**config.mk**
```make
export PLATFORM = sky130hd
export DESIGN_NAME = bkvm_ctrl
export DESIGN_NICKNAME = d
export VERILOG_FILES = /design/src/hw/rtl/bkvm_pkg.sv /design/src/hw/rtl/bkvm_ctrl.sv
export SDC_FILE = /design/constraint.sdc
export NUM_CORES = 1
export LEC_CHECK = 0
export BUFFER_PORTS_ARGS = -buffer_cell sky130_fd_sc_hd__buf_2
export CAP_MARGIN = 0
export CORE_AREA = 2 2 171 173
export CTS_BUF_LIST = sky130_fd_sc_hd__clkbuf_16
export DETAILED_ROUTE_END_ITERATION = 8
export DIE_AREA = 0 0 173 175
export PLACE_DENSITY = 0.75
export SYNTH_ARGS = -nofsm -noshare
export SYNTH_HDL_FRONTEND = slang
export SYNTH_SLANG_ARGS = --single-unit
```
**constraint.sdc**
```tcl
create_clock -name clk -period 4.2 [get_ports clk]
set_input_delay 0.21 -clock clk [delete_from_list [all_inputs] [get_ports clk]]
set_output_delay 0.21 -clock clk [all_outputs]
set_load 0.01 [all_outputs]
```
**src/hw/rtl/bkvm_pkg.sv**
```systemverilog
// ---------------------------------------------------------------------------
// bkvm_pkg
// Operation codes, port widths and the request/response words of the map.
// ---------------------------------------------------------------------------
package bkvm_pkg;

  // fixed widths of the channel fields
  localparam int OP_W      = 3;
  localparam int KEY_IO_W  = 32;
  localparam int VAL_IO_W  = 64;
  localparam int POS_W     = 8;
  localparam int CNT_IO_W  = 9;
  localparam int CAP_W     = 9;

  localparam logic [CAP_W-1:0] CAP_RESET = 9'd256;

  // operation codes
  localparam logic [OP_W-1:0] OP_INSERT           = 3'd0;
  localparam logic [OP_W-1:0] OP_UPDATE           = 3'd1;
  localparam logic [OP_W-1:0] OP_INSERT_OR_UPDATE = 3'd2;
  localparam logic [OP_W-1:0] OP_ERASE            = 3'd3;
  localparam logic [OP_W-1:0] OP_CONTAINS         = 3'd4;
  localparam logic [OP_W-1:0] OP_GET_BY_KEY       = 3'd5;
  localparam logic [OP_W-1:0] OP_GET_BY_INDEX     = 3'd6;
  localparam logic [OP_W-1:0] OP_NONE             = 3'd7;

  // request word as taken from the input ports
  typedef struct packed {
    logic [OP_W-1:0]     op;
    logic [KEY_IO_W-1:0] key;
    logic [VAL_IO_W-1:0] value;
    logic [POS_W-1:0]    pos;
  } req_t;

  // response word driven on the result ports
  typedef struct packed {
    logic                ok;
    logic [KEY_IO_W-1:0] key;
    logic [VAL_IO_W-1:0] value;
    logic [CNT_IO_W-1:0] count;
    logic                empty;
  } resp_t;

endpackage

```
**src/hw/rtl/bkvm_ctrl.sv**
```systemverilog
// ---------------------------------------------------------------------------
// bkvm_ctrl
// Sequencer: linear key scan over the store, write-back and result word.
// ---------------------------------------------------------------------------
module bkvm_ctrl #(
  parameter int DEPTH       = 256,
  parameter int KEY_WIDTH   = 32,
  parameter int VALUE_WIDTH = 64,
  parameter int AW          = 8,
  parameter int CW          = 9
) (
  input  logic                      clk,
  input  logic                      rst_n,
  input  logic                      start,
  input  bkvm_pkg::req_t            req,
  output logic                      busy,
  input  logic                      cfg_wr_en,
  input  logic [bkvm_pkg::CAP_W-1:0] cfg_wr_data,
  output logic                      rd_en,
  output logic [AW-1:0]             rd_addr,
  input  logic [KEY_WIDTH-1:0]      rd_key,
  input  logic [VALUE_WIDTH-1:0]    rd_value,
  output logic                      wr_en,
  output logic [AW-1:0]             wr_addr,
  output logic [KEY_WIDTH-1:0]      wr_key,
  output logic [VALUE_WIDTH-1:0]    wr_value,
  output logic                      out_valid,
  output bkvm_pkg::resp_t           out_resp
);

  import bkvm_pkg::*;

  localparam logic [2:0] S_IDLE     = 3'd0;
  localparam logic [2:0] S_SCAN     = 3'd1;
  localparam logic [2:0] S_ERASE_RD = 3'd2;
  localparam logic [2:0] S_ERASE_WR = 3'd3;
  localparam logic [2:0] S_INDEX_WR = 3'd4;

  logic [2:0]             state_r, state_nxt;
  logic [CW-1:0]          count_r, count_nxt;
  logic [CAP_W-1:0]       cap_r, cap_nxt;
  logic [CW-1:0]          iss_r, iss_nxt;
  logic                   chk_v_r, chk_v_nxt;
  logic                   out_valid_r, out_valid_nxt;
  logic [OP_W-1:0]        op_r, op_nxt;
  logic [KEY_WIDTH-1:0]   key_r, key_nxt;
  logic [VALUE_WIDTH-1:0] value_r, value_nxt;
  logic [AW-1:0]          chk_idx_r, chk_idx_nxt;
  logic [AW-1:0]          slot_r, slot_nxt;
  resp_t                  resp_r, resp_nxt;

  logic          room;
  logic          hit;
  logic [CW-1:0] last_idx;

  // a new key fits when the count is below both the limit and the depth
  assign room     = (32'(count_r) < 32'(cap_r)) && (32'(count_r) < DEPTH);
  assign hit      = chk_v_r && (rd_key == key_r);
  assign last_idx = count_r - 1'b1;

  assign busy      = (state_r != S_IDLE);
  assign out_valid = out_valid_r;
  assign out_resp  = resp_r;

  // next-state and memory port logic
  always_comb begin
    state_nxt     = state_r;
    count_nxt     = count_r;
    cap_nxt       = cap_r;
    iss_nxt       = iss_r;
    chk_v_nxt     = chk_v_r;
    chk_idx_nxt   = chk_idx_r;
    slot_nxt      = slot_r;
    op_nxt        = op_r;
    key_nxt       = key_r;
    value_nxt     = value_r;
    out_valid_nxt = 1'b0;
    resp_nxt      = resp_r;
    rd_en         = 1'b0;
    rd_addr       = iss_r[AW-1:0];
    wr_en         = 1'b0;
    wr_addr       = slot_r;
    wr_key        = key_r;
    wr_value      = value_r;

    if (cfg_wr_en) begin
      cap_nxt = cfg_wr_data;
    end

    case (state_r)
      S_IDLE: begin
        if (start) begin
          op_nxt    = req.op;
          key_nxt   = KEY_WIDTH'(req.key);
          value_nxt = VALUE_WIDTH'(req.value);
          case (req.op)
            OP_INSERT, OP_UPDATE, OP_INSERT_OR_UPDATE,
            OP_ERASE, OP_CONTAINS, OP_GET_BY_KEY: begin
              iss_nxt   = '0;
              chk_v_nxt = 1'b0;
              state_nxt = S_SCAN;
            end
            OP_GET_BY_INDEX: begin
              if (32'(req.pos) < 32'(count_r)) begin
                rd_en     = 1'b1;
                rd_addr   = AW'(req.pos);
                state_nxt = S_INDEX_WR;
              end else begin
                out_valid_nxt  = 1'b1;
                resp_nxt.ok    = 1'b0;
                resp_nxt.key   = '0;
                resp_nxt.value = '0;
              end
            end
            default: begin
              out_valid_nxt  = 1'b1;
              resp_nxt.ok    = 1'b0;
              resp_nxt.key   = '0;
              resp_nxt.value = '0;
            end
          endcase
        end
      end

      // one read issued and one compare done per cycle
      S_SCAN: begin
        resp_nxt.key   = '0;
        resp_nxt.value = '0;
        if (hit) begin
          case (op_r)
            OP_UPDATE, OP_INSERT_OR_UPDATE: begin
              wr_en         = 1'b1;
              wr_addr       = chk_idx_r;
              out_valid_nxt = 1'b1;
              resp_nxt.ok   = 1'b1;
              state_nxt     = S_IDLE;
            end
            OP_ERASE: begin
              slot_nxt  = chk_idx_r;
              state_nxt = S_ERASE_RD;
            end
            OP_CONTAINS: begin
              out_valid_nxt = 1'b1;
              resp_nxt.ok   = 1'b1;
              state_nxt     = S_IDLE;
            end
            OP_GET_BY_KEY: begin
              out_valid_nxt  = 1'b1;
              resp_nxt.ok    = 1'b1;
              resp_nxt.value = VAL_IO_W'(rd_value);
              state_nxt      = S_IDLE;
            end
            default: begin
              out_valid_nxt = 1'b1;
              resp_nxt.ok   = 1'b0;
              state_nxt     = S_IDLE;
            end
          endcase
        end else if (iss_r >= count_r) begin
          // key absent: only inserts act
          out_valid_nxt = 1'b1;
          state_nxt     = S_IDLE;
          if ((op_r == OP_INSERT || op_r == OP_INSERT_OR_UPDATE) && room) begin
            wr_en       = 1'b1;
            wr_addr     = count_r[AW-1:0];
            count_nxt   = count_r + 1'b1;
            resp_nxt.ok = 1'b1;
          end else begin
            resp_nxt.ok = 1'b0;
          end
        end else begin
          rd_en       = 1'b1;
          chk_v_nxt   = 1'b1;
          chk_idx_nxt = iss_r[AW-1:0];
          iss_nxt     = iss_r + 1'b1;
        end
      end

      // fetch the last pair to fill the freed slot
      S_ERASE_RD: begin
        rd_en     = 1'b1;
        rd_addr   = last_idx[AW-1:0];
        state_nxt = S_ERASE_WR;
      end

      S_ERASE_WR: begin
        wr_en          = 1'b1;
        wr_addr        = slot_r;
        wr_key         = rd_key;
        wr_value       = rd_value;
        count_nxt      = last_idx;
        out_valid_nxt  = 1'b1;
        resp_nxt.ok    = 1'b1;
        resp_nxt.key   = '0;
        resp_nxt.value = '0;
        state_nxt      = S_IDLE;
      end

      S_INDEX_WR: begin
        out_valid_nxt  = 1'b1;
        resp_nxt.ok    = 1'b1;
        resp_nxt.key   = KEY_IO_W'(rd_key);
        resp_nxt.value = VAL_IO_W'(rd_value);
        state_nxt      = S_IDLE;
      end

      default: begin
        state_nxt = S_IDLE;
      end
    endcase

    // count and empty flag reflect the map after the request
    if (out_valid_nxt) begin
      resp_nxt.count = CNT_IO_W'(count_nxt);
      resp_nxt.empty = (count_nxt == '0);
    end
  end

  // control state
  always_ff @(posedge clk) begin
    if (!rst_n) begin
      state_r     <= S_IDLE;
      count_r     <= '0;
      cap_r       <= CAP_RESET;
      iss_r       <= '0;
      chk_v_r     <= 1'b0;
      out_valid_r <= 1'b0;
    end else begin
      state_r     <= state_nxt;
      count_r     <= count_nxt;
      cap_r       <= cap_nxt;
      iss_r       <= iss_nxt;
      chk_v_r     <= chk_v_nxt;
      out_valid_r <= out_valid_nxt;
    end
  end

  // payload registers
  always_ff @(posedge clk) begin
    op_r      <= op_nxt;
    key_r     <= key_nxt;
    value_r   <= value_nxt;
    chk_idx_r <= chk_idx_nxt;
    slot_r    <= slot_nxt;
    resp_r    <= resp_nxt;
  end

endmodule

```
==> flow_summary.ini, run 1 <==
[synth]
yosysWarnings = 0
synth_top_flop_cell = edfxtp_1
async_flop_share = 0
yosysTopAreaCell = edfxtp_1
post-synth-top-count-cell = nand2_1
synth_common_cells = nand2_1, edfxtp_1, and2_1
synth-seq-cells = 254
syn_area_sq_um = 11880
syn_inst = 1088
avgSynthCellArea_sq_um = 10.92
yosysSeqAreaShare = 0.6153
synth_area_leaders = edfxtp_1, nand2_1, and2_1
synth.top_cell.area_share = 0.5613
synth_cell_types = 58
synthesis.nets = 1331
synth-edff-count = 222

[power]
irDropWorstVdd_mv = 0.3773
swShare = 0.2545
pwr-share-seq = 0.474
power_switching_uw = 1602
power_uw = 6295
power_density_nw_per_um2 = 360.7
p_leak_uw = 0.007684
power.internal_uw = 4693
combPwrFrac = 0.141
power_frac_clock = 0.385

[route]
drc = 0
drt_iter0_markers = 894
antenna_left = 0
viasPerCell = 5.238
wirelength_mm = 42.96
wl_per_cell_microns = 20.10
dr_total_vias = 11190
drt_pass1_iterations = 5

[setup_path]
startpoint = key_r[0]$_DFFE_PP_
cp-start-kind = register
critPathRequiredTime_ns = 3.99
critPathMaxFanout = 8
path_cells = xnor2_1, nand4_1, or4b_1, nor4_1, a21oi_1, nand2b_1, a22o_1, buf_2
crit_type = register to primary output
cp.arrival_ns = 3.64
slowest_delay_ns = 0.65
critPathCaptureType = primary output
reg2reg_from = count_r[1]$_SDFF_PN0_
reg2reg_slack_ns = 0.62
cpMaxStageDelayCell = nor4_1

[global_routing]
grt_pass1_vias = 11260
grt_use_total = 0.2718
grt_pass1_wl_mm = 63.83
overflow = 0
antenna_found_initial = 7
grt_max_degree = 99

[cts]
cts_sinks = 254
cts_root_buf = clkbuf_16
worst_setup_hold_path_clk_slew_ns = 0.06
cts_tree = built
numCtsBuffers = 29
htreeDepth = 1
cts_buffer_depth = 3
clkLatencyLatePin_ns = 0.56
post-cts-setup-buffers = 0

[floorplan]
num_io_pins = 439
initial_utilization = 0.4183
core_sq_um = 28390
die_w_microns = 173
die_h_microns = 175
dieArea_sq_um = 30280
rows = 62

[timing]
finalSetupViolations = 0
timing.hold.ws_ns = 0.02231
fmax_ghz = 0.2601
fin_crit_sh = 0.9155
hold_viol_final = 0
tightest_slew_ns = 0.9175
setup_tns_ns = 0
worst_slew_margin_rel = 0.3883
finalCriticalPeriod_ns = 3.845
slew_viol_final = 0
rsz0062_at_grt = no
skew_ns = 0.01091

[layout]
finish.net_count = 1970
postLayoutCoreUtil = 0.6146
drive_gt1_frac = 0.2933
area_growth_pct = 46.93
fin_cells = 2137
fill_cells = 2146

[placement]
gp_congestion = 0.9130
dp.cells = 1879
numPortBuffers = 438
dp_hpwl_mm = 27.50

[job]
drv_cap = 0

[outcome]
outcome = finished, final reports clean

[min_path]
hp-start = rd_key[5]
hp-class = primary input to register
## through the flow
step	area, sq um	worst slack (ns)
2_1_floorplan	11880	0.2359
3_3_place_gp	14530	0.8346
3_5_place_dp	14530	0.7215
4_1_cts	17440	0.4114
5_1_grt	17440	0.2198
6_report	17450	0.3549
## area by class of cell
cell class	instances	area [sq um]	area share
diodes	4	10.01	0.0005736
multi-input cells	757	4294	0.2461
well taps	384	480.5	0.02753
repair buffers	656	4344	0.2489
clock inverters	24	177.7	0.01018
flip-flops and latches	254	7307	0.4187
clock buffers	29	725.7	0.04159
inverters	29	111.4	0.006381
## sequential cells by signal (all words and copies together), names as in the netlist
name	count
state_r	3
out_valid	1
value_r	64
cap_r	9
chk_idx_r	8
key_r	32
chk_v_r	1
iss_r	9
out_resp	107
count_r	9
slot_r	8
op_r	3
## kinds of logic (layout without fill, tap and decap cells)
kind of cell | count (synthesis) | count (layout) | synth area share
AND/OR/NAND/NOR | 557 | 557 | 0.2204
buffers and inverters | 77 | 738 | 0.02528
flip-flops | 254 | 254 | 0.6153
multiplexers | 19 | 19 | 0.01601
other | 0 | 4 | 0
adder cells (fa/ha/maj) | 27 | 27 | 0.02844
AO/OA/AOI/OAI | 109 | 109 | 0.06142
XOR/XNOR | 45 | 45 | 0.03319
## cell usage in the layout, fill, tap and decap left out, types with 8 or more instances in the layout
cell type | synthesis | layout
a21oi_1 | 20 | 20
a22o_1 | 8 | 8
and2_1 | 105 | 105
buf_2 | 3 | 438
buf_4 | 0 | 16
clkbuf_16 | 0 | 29
dfxtp_1 | 32 | 32
dlygate4sd3_1 | 0 | 201
edfxtp_1 | 222 | 222
ha_1 | 27 | 27
inv_1 | 27 | 33
mux2i_1 | 19 | 19
nand2_1 | 322 | 321
nand3_1 | 11 | 11
nand4_1 | 18 | 18
nor2_1 | 36 | 35
nor2b_1 | 12 | 12
nor3_1 | 13 | 13
o21ai_0 | 28 | 28
o22ai_1 | 14 | 14
xnor2_1 | 36 | 36
xor2_1 | 9 | 9
## final timing paths
path / cells after the start / endpoint
min reg2reg: 0 / slot_r[6]$_DFFE_PP_
max reg2reg: 10 / out_resp[28]$_DFFE_PP_
max: 8 / wr_addr[2]
min: 2 / out_resp[79]$_DFFE_PP_
## metal layers
metal  wire length [microns]  up-vias  GRT usage
met5                       7        -          0
met4                    2351        2     0.1398
met3                    4246      174    0.06897
met2                   20950      708     0.4638
met1                   15400     5248     0.3176
li1                        -     5061          -
## power by group through the flow
stage | Clock, uW | Sequential (uW) | Combinational, uW
2_1_floorplan | 0 | 3070 | 290
3_3_place_gp | 0 | 3030 | 699
3_5_place_dp | 0 | 3030 | 706
4_1_cts | 2440 | 2980 | 859
5_1_grt | 2540 | 3000 | 943
6_report | 2420 | 2990 | 885
## critical path: cells and delay by family (launching register included)
family	cells	cell delay, ns
AO/OA/AOI/OAI	2	0.53
XOR/XNOR	1	0.33
buffers and inverters	1	0.14
flip-flops	1	0.41
AND/OR/NAND/NOR	4	1.67
## timing repair
item,CTS,global route
hold endpoints to repair,201,0
gates resized for setup,0,0
endpoints found under the setup margin,0,0
hold buffers,201,0
Note: power is estimated with default switching activity, not from simulation.
==> run 2, diff against run 1 <==
--- a/config.mk
+++ b/config.mk
@@ -7,11 +7,11 @@
 export LEC_CHECK = 0
 export BUFFER_PORTS_ARGS = -buffer_cell sky130_fd_sc_hd__buf_2
 export CAP_MARGIN = 0
-export CORE_AREA = 2 2 171 173
+export CORE_MARGIN = 2
+export CORE_UTILIZATION = 30
 export CTS_BUF_LIST = sky130_fd_sc_hd__clkbuf_16
 export DETAILED_ROUTE_END_ITERATION = 8
-export DIE_AREA = 0 0 173 175
-export PLACE_DENSITY = 0.75
+export PLACE_DENSITY = 0.58
 export SYNTH_ARGS = -nofsm -noshare
 export SYNTH_HDL_FRONTEND = slang
 export SYNTH_SLANG_ARGS = --single-unit
==> constraint.sdc (replaced) <==
create_clock -name clk -period 4.2 [get_ports clk]
set_input_delay 0.42 -clock clk [delete_from_list [all_inputs] [get_ports clk]]
set_output_delay 0.42 -clock clk [all_outputs]
set_load 0.01 [all_outputs]
==> flow_summary.ini, run 2 (synthesis results as in run 1) <==
[outcome]
outcome = finished, final reports clean

[min_path]
hp-start = req[89]
whs_endpoint = key_r[17]$_DFFE_PP_
min_path_cells = 1
hp-class = primary input to register

[global_routing]
grt_max_degree = 97
grt_pass1_wl_mm = 59.78
grt_pass1_vias = 9813
grt_use_total = 0.1904
overflow = 0
antenna_found_initial = 5

[setup_path]
cp_num_buf_inv = 1
crit_type = register to primary output
slowest_delay_ns = 0.54
critPathCaptureType = primary output
path_cells = xor2_1, or4_1, nor4_2, nand3_2, and2_4, nand2_1, o21ai_0, a22o_1, buf_2
reg2reg_slack_ns = 0.83
r2r_cells = 8
cp-start-kind = register
reg2reg_from = key_r[29]$_DFFE_PP_
critPathRequiredTime_ns = 3.78
critPathMaxFanout = 25
reg2reg_to = out_resp[63]$_DFFE_PP_
cp.arrival_ns = 3.50
cpLargestDelayFamily = simple AND/OR/NAND/NOR gates
cpMaxStageDelayCell = nand3_2

[route]
drc = 0
dr_total_vias = 9703
wirelength_mm = 40.25
drt_pass1_iterations = 5
drt_iter0_markers = 615
viasPerCell = 4.683
antenna_left = 0
wl_per_cell_microns = 19.42

[cts]
cts_tree = built
worst_setup_hold_path_clk_slew_ns = 0.06
cts_hold_buf = 0
clkLatencyLatePin_ns = 0.56
numCtsBuffers = 29
cts_root_buf = clkbuf_16
cts_sinks = 254
cts_resized = 0
htreeDepth = 1
post-cts-setup-buffers = 0
cts_buffer_depth = 3

[layout]
drive_gt1_frac = 0.3338
final_common_cell = buf_2
area_growth_pct = 32.10
largest_reg_flops = 107
finish.net_count = 1772
layout_common_cells = buf_2, nand2_1, edfxtp_1

[placement]
dp_hpwl_mm = 30.29
gp_congestion = 0.9137
numPortBuffers = 438

[timing]
skew_ns = 0.01880
finalCriticalPeriod_ns = 3.923
fmax_ghz = 0.2549
timing.hold.ws_ns = 0.03235
slew_viol_final = 0
hold_viol_final = 0
tightest_slew_ns = 1.002
worst_slew_margin_rel = 0.3260
setup_tns_ns = 0
finalSetupViolations = 0
fin_crit_sh = 0.9340
rsz0062_at_grt = no

[floorplan]
rows = 72
dieArea_sq_um = 41190
core_sq_um = 38830
die_w_microns = 203.0
num_io_pins = 439
initial_utilization = 0.3059
die_h_microns = 203.0

[job]
drv_cap = 0

[power]
p_leak_uw = 0.006899
irDropWorstVdd_mv = 0.2668
power_uw = 6226
power_density_nw_per_um2 = 396.9
[run 2: cell count changes in the layout (fill, tap and decap cells not counted)]
cell / change
dlygate4sd3_1: -201
inv_6: +1
clkinvlp_4: -2
inv_16: -1
diode_2: -2
buf_4: +1
clkinv_2: +2
inv_1: -1
buf_12: +2
bufinv_16: +2
[run 2: stage by stage]
stage	cell area, sq um	setup slack, ns	instances	util
2_1_floorplan	11880	0.2359	1088	-
3_3_place_gp	14740	0.7612	2016	0.3796
3_5_place_dp	14740	0.6856	2016	0.3796
4_1_cts	15680	0.2721	2070	0.4039
5_1_grt	15690	0.06413	2072	0.4041
6_report	15690	0.2772	2072	0.4041
[run 2: power by group]
| group | total (uW) | switching [uW] | internal [uW] |
|---|---|---|---|
| Combinational | 721 | 443 | 278 |
| Sequential | 2980 | 58.5 | 2920 |
| Clock | 2530 | 1030 | 1490 |
[run 2: cell type report]
type / instances / area [sq um]
clock inverter: 25 / 217.7
sequential: 254 / 7307
inverter: 29 / 111.4
fill: 3836 / 23140
tap: 518 / 648.1
clock buffer: 29 / 725.7
timing repair buffer: 458 / 2380
multi-input combinational: 757 / 4294
antenna: 2 / 5.005
[run 2: worst max-delay path by stage]
stage | startpoint | end | slack [ns] | cells past startpoint
6_report | key_r[29]$_DFFE_PP_ | wr_addr[5] | 0.28 | 9
5_1_grt | count_r[1]$_SDFF_PN0_ | rd_addr[1] | 0.06 | 10
4_1_cts | key_r[29]$_DFFE_PP_ | wr_addr[5] | 0.27 | 9
3_5_place_dp | rd_key[18] | out_resp[58]$_DFFE_PP_ | 0.69 | 9
3_3_place_gp | rd_key[18] | out_resp[57]$_DFFE_PP_ | 0.76 | 9
2_1_floorplan | count_r[6]$_SDFF_PN0_ | out_resp[100]$_DFFE_PP_ | 0.24 | 8
[run 2: per-layer routing]
layer  share of wire  up-vias  track usage
li1                -     4659            -
met1            0.40     4552       0.2380
met2            0.49      416       0.3213
met3           0.082       72      0.04912
met4           0.030        4      0.06178
met5         0.00080        -            0
==> run 3, diff against run 2 <==
--- a/config.mk
+++ b/config.mk
@@ -7,6 +7,7 @@
 export LEC_CHECK = 0
 export BUFFER_PORTS_ARGS = -buffer_cell sky130_fd_sc_hd__buf_2
 export CAP_MARGIN = 0
+export CORE_ASPECT_RATIO = 1.4
 export CORE_MARGIN = 2
 export CORE_UTILIZATION = 30
 export CTS_BUF_LIST = sky130_fd_sc_hd__clkbuf_16
==> flow_summary.ini, run 3 (synthesis results as in run 1) <==
[outcome]
outcome = finished, final reports clean

[floorplan]
dieArea_sq_um = 41220
rows = 86
num_io_pins = 439
die_h_microns = 239.4
initial_utilization = 0.3032
core_sq_um = 39170
die_w_microns = 172.2

[min_path]
hp-class = primary input to register

[timing]
timing.hold.ws_ns = 0.03638
finalSetupViolations = 0
hold_viol_final = 0
rsz0062_at_grt = no
worst_slew_margin_rel = 0.3761
skew_ns = 0.01146
slew_viol_final = 0
fin_crit_sh = 0.9274
tightest_slew_ns = 0.9273
finalCriticalPeriod_ns = 3.895
fmax_ghz = 0.2567
setup_tns_ns = 0

[cts]
clkLatencyLatePin_ns = 0.56
numCtsBuffers = 28
cts_sinks = 254
cts_root_buf = clkbuf_16
post-cts-setup-buffers = 0
cts_hold_buf = 9
cts_tree = built
cts_buffer_depth = 3
cts_resized = 0
worst_setup_hold_path_clk_slew_ns = 0.07
htreeDepth = 1

[setup_path]
critPathRequiredTime_ns = 3.78
crit_type = register to primary output
reg2reg_slack_ns = 0.94
cpLargestDelayFamily = simple AND/OR/NAND/NOR gates
cp_num_buf_inv = 2
cp-start-kind = register
cpMaxStageDelayCell = or4b_1
path_cells = xnor2_1, nand4_1, or4b_1, nor4_1, buf_4, a21oi_1, nand2b_1, a22o_1, buf_2
critPathMaxFanout = 8
critPathCaptureType = primary output
cp.arrival_ns = 3.48
slowest_delay_ns = 0.54

[power]
power_switching_uw = 1545
irDropWorstVdd_mv = 0.4722
p_leak_uw = 0.006925
power_frac_clock = 0.420
swShare = 0.2426
pwr-share-seq = 0.467
power_density_nw_per_um2 = 402.4
power.internal_uw = 4824
combPwrFrac = 0.112

[route]
drt_iter0_markers = 674
dr_total_vias = 9793
wirelength_mm = 39.01
antenna_left = 0
wl_per_cell_microns = 18.67
drc = 0
drt_pass1_iterations = 5
viasPerCell = 4.688

[placement]
dp_hpwl_mm = 28.96
dp.cells = 2022
place_area_sq_um = 14720
gp_congestion = 0.9608
numPortBuffers = 438

[global_routing]
overflow = 0
grt_pass1_vias = 9541
grt_use_total = 0.1825
antenna_found_initial = 12
grt_max_degree = 100
grt_pass1_wl_mm = 56.57

[layout]
area_growth_pct = 33.28
register_area_sq_um = 7307
multi_input_area_sq_um = 4294
layout_common_cells = buf_2, nand2_1, edfxtp_1
final_common_cell = buf_2
largest_reg_flops = 107
fill_cells = 3922
final_area_sq_um = 15830
postLayoutCoreUtil = 0.4041
fin_cells = 2089
drive_gt1_frac = 0.3312
finish.net_count = 1776

[job]
drv_cap = 0
## run 3: cell types whose count changed in the layout (fill, tap and decap cells not counted), moves of 2 or more
cell / delta
bufinv_16: +2
inv_6: +3
dlygate4sd3_1: +9
diode_2: +4
buf_4: -4
clkinv_2: -5
clkinv_1: -2
## run 3: per-layer routing
metal	vias to the layer above	share of wire	global-route usage
met5	-	0.0020	0
met4	12	0.038	0.07894
met3	95	0.068	0.04114
met2	401	0.52	0.3242
met1	4610	0.38	0.2083
li1	4675	-	-
## run 3: per-stage QoR
step	power, uW	worst slack (ns)
after floorplan	3358	0.2359
after global placement	3740	0.6886
after detailed placement	3747	0.6722
after CTS	6462	0.1690
after global routing	6616	0.03529
final	6369	0.3048
## run 3: worst register-to-register path: stages, from the launching register on
cell      delay (ns)
dfxtp_1         0.45
buf_4           0.22
inv_1           0.15
ha_1            0.30
a21o_1          0.15
a21o_1          0.18
a21oi_1         0.14
o21ai_0         0.18
a21o_1          0.21
a211oi_1        0.31
buf_4           0.21
inv_4           0.04
buf_12          0.19
## run 3: final timing paths
| check | depth (start not counted) | startpoint | end |
|---|---|---|---|
| setup reg to reg | 12 | count_r[1]$_SDFF_PN0_ | out_resp[79]$_DFFE_PP_ |
| setup / recovery | 9 | key_r[0]$_DFFE_PP_ | wr_addr[3] |
| hold reg to reg | 0 | chk_idx_r[0]$_DFFE_PP_ | slot_r[0]$_DFFE_PP_ |
| hold / removal | 1 | req[67] | value_r[59]$_DFFE_PP_ |
## run 3: layout make-up
type | instances | area share
timing repair buffer | 463 | 0.1541
inverter | 29 | 0.007035
clock inverter | 23 | 0.01739
clock buffer | 29 | 0.04585
sequential | 254 | 0.4616
multi-input combinational | 757 | 0.2713
antenna | 6 | 0.0009485
tap | 528 | 0.04174
## run 3: power by group through the flow
stage	clock network, uW	registers, uW	logic, uW
2_1_floorplan	0	3070	290
3_3_place_gp	0	3020	716
3_5_place_dp	0	3030	718
4_1_cts	2760	2980	727
5_1_grt	2850	2990	778
6_report	2680	2980	716
